--- src/rtl/core/tedu_pkg.sv ---
// ----------------------------------------------------------------------------
// tedu_pkg
// Shared widths, codes, types and helpers of the edge distance unit.
// ----------------------------------------------------------------------------
package tedu_pkg;

    // node store
    localparam int NODE_DEPTH = 1024;
    localparam int NODE_AW    = 10;
    localparam int COORD_W    = 32;
    localparam int NODE_W     = 2 * COORD_W;

    // datapath widths
    localparam int DIFF_W = COORD_W + 1;
    localparam int LO_W   = 16;
    localparam int HI_W   = DIFF_W - LO_W;
    localparam int SQ_W   = 66;
    localparam int ROOT_W = 34;
    localparam int WIDE_W = 72;
    localparam int WORK_W = 35;
    localparam int DIST_W = 33;

    // queue between front and back
    localparam int QUEUE_DEPTH = 2;
    localparam int QPTR_W      = 1;
    localparam int QCNT_W      = 2;

    // configuration port
    localparam int CFG_IDX_W  = 2;
    localparam int CFG_DATA_W = 3;
    localparam int METRIC_W   = 3;

    localparam logic [CFG_IDX_W-1:0] CFG_METRIC = 2'd0;
    localparam logic [CFG_IDX_W-1:0] CFG_ROUND  = 2'd1;

    // operations
    localparam logic OP_WRITE = 1'b0;
    localparam logic OP_QUERY = 1'b1;

    // metric codes
    localparam logic [METRIC_W-1:0] METRIC_EUCLID = 3'd0;
    localparam logic [METRIC_W-1:0] METRIC_ATT    = 3'd1;
    localparam logic [METRIC_W-1:0] METRIC_MANH   = 3'd2;
    localparam logic [METRIC_W-1:0] METRIC_CHEB   = 3'd3;
    localparam logic [METRIC_W-1:0] METRIC_CEIL   = 3'd4;

    typedef struct packed {
        logic [DIFF_W-1:0] ax;
        logic [DIFF_W-1:0] ay;
    } diff_t;

    typedef struct packed {
        logic [METRIC_W-1:0] metric;
        logic                round_int;
    } cfg_t;

    // round Q.8 value to nearest integer, half up
    function automatic logic [WORK_W-1:0] round_half_up(input logic [WORK_W-1:0] v);
        logic [WORK_W-1:0] s;
        s = v + WORK_W'(128);
        return {s[WORK_W-1:8], 8'h00};
    endfunction

endpackage

--- src/rtl/core/tedu_queue.sv ---
// ----------------------------------------------------------------------------
// tedu_queue
// Two-entry queue of coordinate differences between front and back.
// ----------------------------------------------------------------------------
module tedu_queue (
    input  logic                      clk,
    input  logic                      rst_n,
    input  tedu_pkg::diff_t           push_data,
    input  logic                      push_valid,
    output logic                      push_ready,
    output tedu_pkg::diff_t           pop_data,
    output logic                      pop_valid,
    input  logic                      pop_ready,
    output logic [tedu_pkg::QCNT_W-1:0] count
);
    import tedu_pkg::*;

    diff_t             entry_reg [QUEUE_DEPTH];
    logic [QPTR_W-1:0] wr_ptr_reg;
    logic [QPTR_W-1:0] wr_ptr_next;
    logic [QPTR_W-1:0] rd_ptr_reg;
    logic [QPTR_W-1:0] rd_ptr_next;
    logic [QCNT_W-1:0] count_reg;
    logic [QCNT_W-1:0] count_next;
    logic              push;
    logic              pop;

    assign push_ready = count_reg != QCNT_W'(QUEUE_DEPTH);
    assign pop_valid  = count_reg != '0;
    assign push       = push_valid && push_ready;
    assign pop        = pop_valid && pop_ready;
    assign pop_data   = entry_reg[rd_ptr_reg];
    assign count      = count_reg;

    // pointer and fill bookkeeping
    always_comb
    begin
        wr_ptr_next = push ? wr_ptr_reg + QPTR_W'(1) : wr_ptr_reg;
        rd_ptr_next = pop  ? rd_ptr_reg + QPTR_W'(1) : rd_ptr_reg;
        count_next  = count_reg;
        if (push && !pop)
            count_next = count_reg + QCNT_W'(1);
        else if (pop && !push)
            count_next = count_reg - QCNT_W'(1);
    end

    always_ff @(posedge clk or negedge rst_n)
    begin
        if (!rst_n)
        begin
            wr_ptr_reg <= '0;
            rd_ptr_reg <= '0;
            count_reg  <= '0;
        end
        else
        begin
            wr_ptr_reg <= wr_ptr_next;
            rd_ptr_reg <= rd_ptr_next;
            count_reg  <= count_next;
        end
    end

    always_ff @(posedge clk)
    begin
        if (push)
            entry_reg[wr_ptr_reg] <= push_data;
    end

endmodule

--- config.mk ---
export PLATFORM = sky130hd
export DESIGN_NAME = tedu_queue
export DESIGN_NICKNAME = d
export VERILOG_FILES = /design/src/rtl/core/tedu_pkg.sv /design/src/rtl/core/tedu_queue.sv
export SDC_FILE = /design/constraint.sdc
export NUM_CORES = 1
export LEC_CHECK = 0
export BUFFER_PORTS_ARGS = -buffer_cell sky130_fd_sc_hd__buf_2
export CAP_MARGIN = 20
export CORE_MARGIN = 2
export CORE_UTILIZATION = 44
export CTS_CLUSTER_DIAMETER = 40
export DETAILED_ROUTE_END_ITERATION = 8
export PLACE_DENSITY = 0.74
export SLEW_MARGIN = 20
export SYNTH_ARGS = -nofsm -noshare
export SYNTH_HDL_FRONTEND = slang
export SYNTH_SLANG_ARGS = --single-unit
--- constraint.sdc ---
create_clock -name clk -period 11.6 [get_ports clk]
set_input_delay 2.32 -clock clk [delete_from_list [all_inputs] [get_ports clk]]
set_output_delay 2.32 -clock clk [all_outputs]
set_load 0.05 [all_outputs]
# Word level (Yosys, flattened, before mapping)
# Memories as Yosys holds them, arrays and structs flattened.
# Index checks and enable logic that the tools add are counted.
# totals
latchBits	0
out_inout_bits	70
regBits	4
word_cells	21
ramBits	132
rom_bits	0
n_memories	1
in_bits	70
# classes
order_cmp	0
n_mux	4
bitwise_logic	0
n_mul	0
addsub	4
div	0
n_reduce_logical	8
shifts	0
eq_ne	1
# memory_table
name	depth	width	read_ports	rd_ports_with_merged_regs	write_ports	line	text
entry_reg	2	66	1	0	1	tedu_queue.sv:18	diff_t entry_reg [QUEUE_DEPTH];
# ops
operator	n
$logic_and 1x1->1	4
$mux 2	2
$reduce_bool 2->1	2
$add 1x1->1 const B	2
$add 2x1->2 const B	1
$logic_not 1->1	2
$mux 1	2
$ne 2x2->1 const B	1
$sub 2x1->2 const B	1

# Logic depth before layout (Yosys ltp)
# depth
ltp_word	6
mapped_depth	7
mapped_depth_nobuf	7

# Worst setup path after synthesis
# Ideal clock, no wire load.
# synth_path
path_kind	input to register
start	input port push_valid
end	memory entry_reg[0][0] (netlist bit), enable pin
t_required_ns	11.109
setup_slack_ns	5.917
setup_ns	0.491
path_stages	2
t_arrival_ns	5.192
path_buffers	0
cell_sequence	nand2_1 > nor2_1
# synth_via
elab_chain_len	3
# synth_lines
item	line	text
start, declared	tedu_queue.sv:9	input logic push_valid,
$logic_and 1x1->1	tedu_queue.sv:30	assign push = push_valid && push_ready;
$mux 1	tedu_queue.sv:65	if (push)
$mux 1 (not written as such)	tedu_queue.sv:66	entry_reg[wr_ptr_reg] <= push_data;
end, declared	tedu_queue.sv:18	
# Every way passes these cells.

==> results.md <==
* Max Freq at 0.220 GHz
* TritonCTS Sinks at 136
* Max Slew Vio Count at 0
* Crit path max fanout at 67
* Hold path endpoint: count[1]
* Register area share after synthesis at 80.2%
* Die area at 0.0124 mm2
* Final Skew at 7.26 ps
* Crit path cell chain: mux2_2, buf_2
* Startpoint types: flip-flop
* Post-synthesis cell type count at 16
* YS warnings at 0
* Largest net degree at the start of global routing at 68
* Hold Crit Start: count[1]
* Root Buffer: clkbuf_16
* Antenna diodes at 0
* Commonest non-fill, non-tap cell in the layout: buf_2
* Setup_tns at 0 ps
* Hold Path Depth at 1
* Final ANT Viol Nets at 0
* Initial Util at 44.8%
* Final setup viols at 0
* Slowest cell delay on critical path at 1120 ps
* Fillers at 896
* Final net count at 446
* Die outline height at 111 um
* Number of flip-flops in the largest register at 132
* Drt total wl at 8.34 mm
* Hold Vio Cnt, Final at 0
* Post-Syn Nets at 294
* Status: finished, final reports clean
* Crit path arrival time at 2220 ps
* HPWL after DPL at 5.16 mm
* Clock-pin slew on the worst setup and hold paths at 60 ps
* Vias in the first global route at 2705
* Final period utilization at 39.2%
* GRT Overall Usage at 13.9%
* Synthesized cell area at 0.00507 mm2
* Initial antenna violation count at 0
* Static leakage at 2.56 nW
* Reg2Reg Launch Point: count[0]
* # DRC at 0
* Synth area leader: edfxtp_1
* Cts bufs inserted at 17
* DRT iter0 DRCs at 74
* TritonCTS clock tree: yes
* Period minus WS final at 4540 ps
* FF-to-FF path depth at 4
* Setup crit end kind: primary output
* Max-cap viol count at 0
* HP Class: reg2reg
* Worst vdd ir at 0.000215 V
* Hold_ws at 536 ps
* CP Buf/Inv Count at 1
* Synth Register Bits at 136
* Via count at 2525
* Power per cell area at 321 mW/mm2
* Die width at 111 um
* Clock latency on the worst-skew pair at 400 ps
* Postcts setup bufs at 0
* Stages on the worst setup path at 2
* Gr ovfl total at 0
* DR vias/cell at 4.76
* Critical Path Slowest Stage Cell: dfrtp_4
* CTS Hold Buffers Added at 0
* Share of layout cells above drive strength 1 at 61.6%
* Most frequent cells in the layout: 139 x buf_2, 132 x edfxtp_1, 36 x mux2_2, 30 x mux2_4, 17 x clkbuf_16
* First-pass GRT wire length at 13.2 mm
* H-tree levels at 4
* Routed len/inst at 15.7 um
* Synth-to-Final Area Change at 29.1%
* Worst path top cell family by delay: flip-flops
* Worst r2r dst: entry_reg[0][59]
* CTS resizes at 0
* Core area at 0.0113 mm2
* I/O pin cnt at 140
* Worst rel slew slack at 28.6%
* TritonRoute pass-1 iters at 4
* # rows at 39
* RSZ-0062 raised after global routing: no
* Synth area leaders: edfxtp_1 78%, mux2_4 8.9%, mux2_2 8.0%
* Reg-to-reg slack, setup at 9420 ps
* Crit Path Category: reg2out
* CTS max path bufs at 2
* CP required at 9280 ps
* Port Buffers at 139
* Yosys top cell area share at 78.2%
* GP Congestion at 0.696
* Synth Instances at 223
* Syn_area_per_cell at 22.7 um2
* Worst slew pin tran at 1070 ps
cells in the mapped netlist, drive strengths merged:
library cell and count:
nand2 2, nand2b 1, buf 7, mux2 66
and3 1, or2 1, xnor2 3, xor2 2
dfrtp 4, inv 1, ha 1, edfxtp 132
nor2 2
routing by layer:
metal / share of wire, % / wire (um) / track usage, % / vias to the layer above
li1: - / - / - / 1184
met1: 42 / 3520 / 16.5 / 1243
met2: 50 / 4180 / 22.6 / 90
met3: 6.6 / 549 / 5.99 / 8
met4: 1.0 / 86 / 5.35 / 0
met5: 0 / 0 / 0 / -
worst reg2reg max path, cell delays in order (launching register included):
cell and delay, ps:
dfrtp_1 430, nand2b_1 200, nand2_1 150, nor2_4 300, buf_4 700
report_power, final:
part           switching (mW)  leakage (nW)  internal, mW  total [mW]
clock network           0.190         0.301         0.378       0.568
logic                   0.537         0.988         0.238       0.776
registers              0.0819          1.27         0.674       0.756
total                   0.809          2.56          1.29        2.10
kinds of logic (layout without fill, tap and decap cells):
logic type,Yosys count,after routing,synth area share (%)
multiplexers,66,66,16.9
flip-flops,136,136,80.2
adder cells (fa/ha/maj),1,1,0.247
XOR/XNOR,5,5,0.864
buffers and inverters,8,173,1.18
AND/OR/NAND/NOR,7,7,0.667
how the worst max path moves through the flow:
| stage | end | from | slack (ps) |
|---|---|---|---|
| 6_report | pop_data[52] | rd_ptr_reg | 7060 |
| 3_3_place_gp | pop_data[45] | rd_ptr_reg | 7470 |
| 3_5_place_dp | pop_data[45] | rd_ptr_reg | 7460 |
| 5_1_grt | pop_data[45] | rd_ptr_reg | 6950 |
| 4_1_cts | pop_data[45] | rd_ptr_reg | 7020 |
| 2_1_floorplan | entry_reg[0][0] | push_valid | 5920 |
metrics by stage:
step	cell area (um2)	std cells	utilization, %	power, mW	setup slack [ps]
floorplan	5070	223	-	1.40	5920
finish	6550	531	57.8	2.10	7060
global route	6550	531	57.8	2.19	6950
CTS	6550	531	57.8	2.13	7020
global placement	5910	499	52.2	1.54	7470
detailed placement	5910	499	52.2	1.55	7460
final cells by class:
| type | instances | area [um2] | area share, % |
|---|---|---|---|
| clock buffers | 17 | 425 | 6.50 |
| clock inverters | 15 | 208 | 3.17 |
| inverters | 1 | 3.75 | 0.0574 |
| multi-input cells | 79 | 958 | 14.6 |
| flip-flops and latches | 136 | 4070 | 62.1 |
| well taps | 143 | 179 | 2.73 |
| repair buffers | 140 | 703 | 10.7 |
No activity file was read; power rests on OpenSTA's default activity.
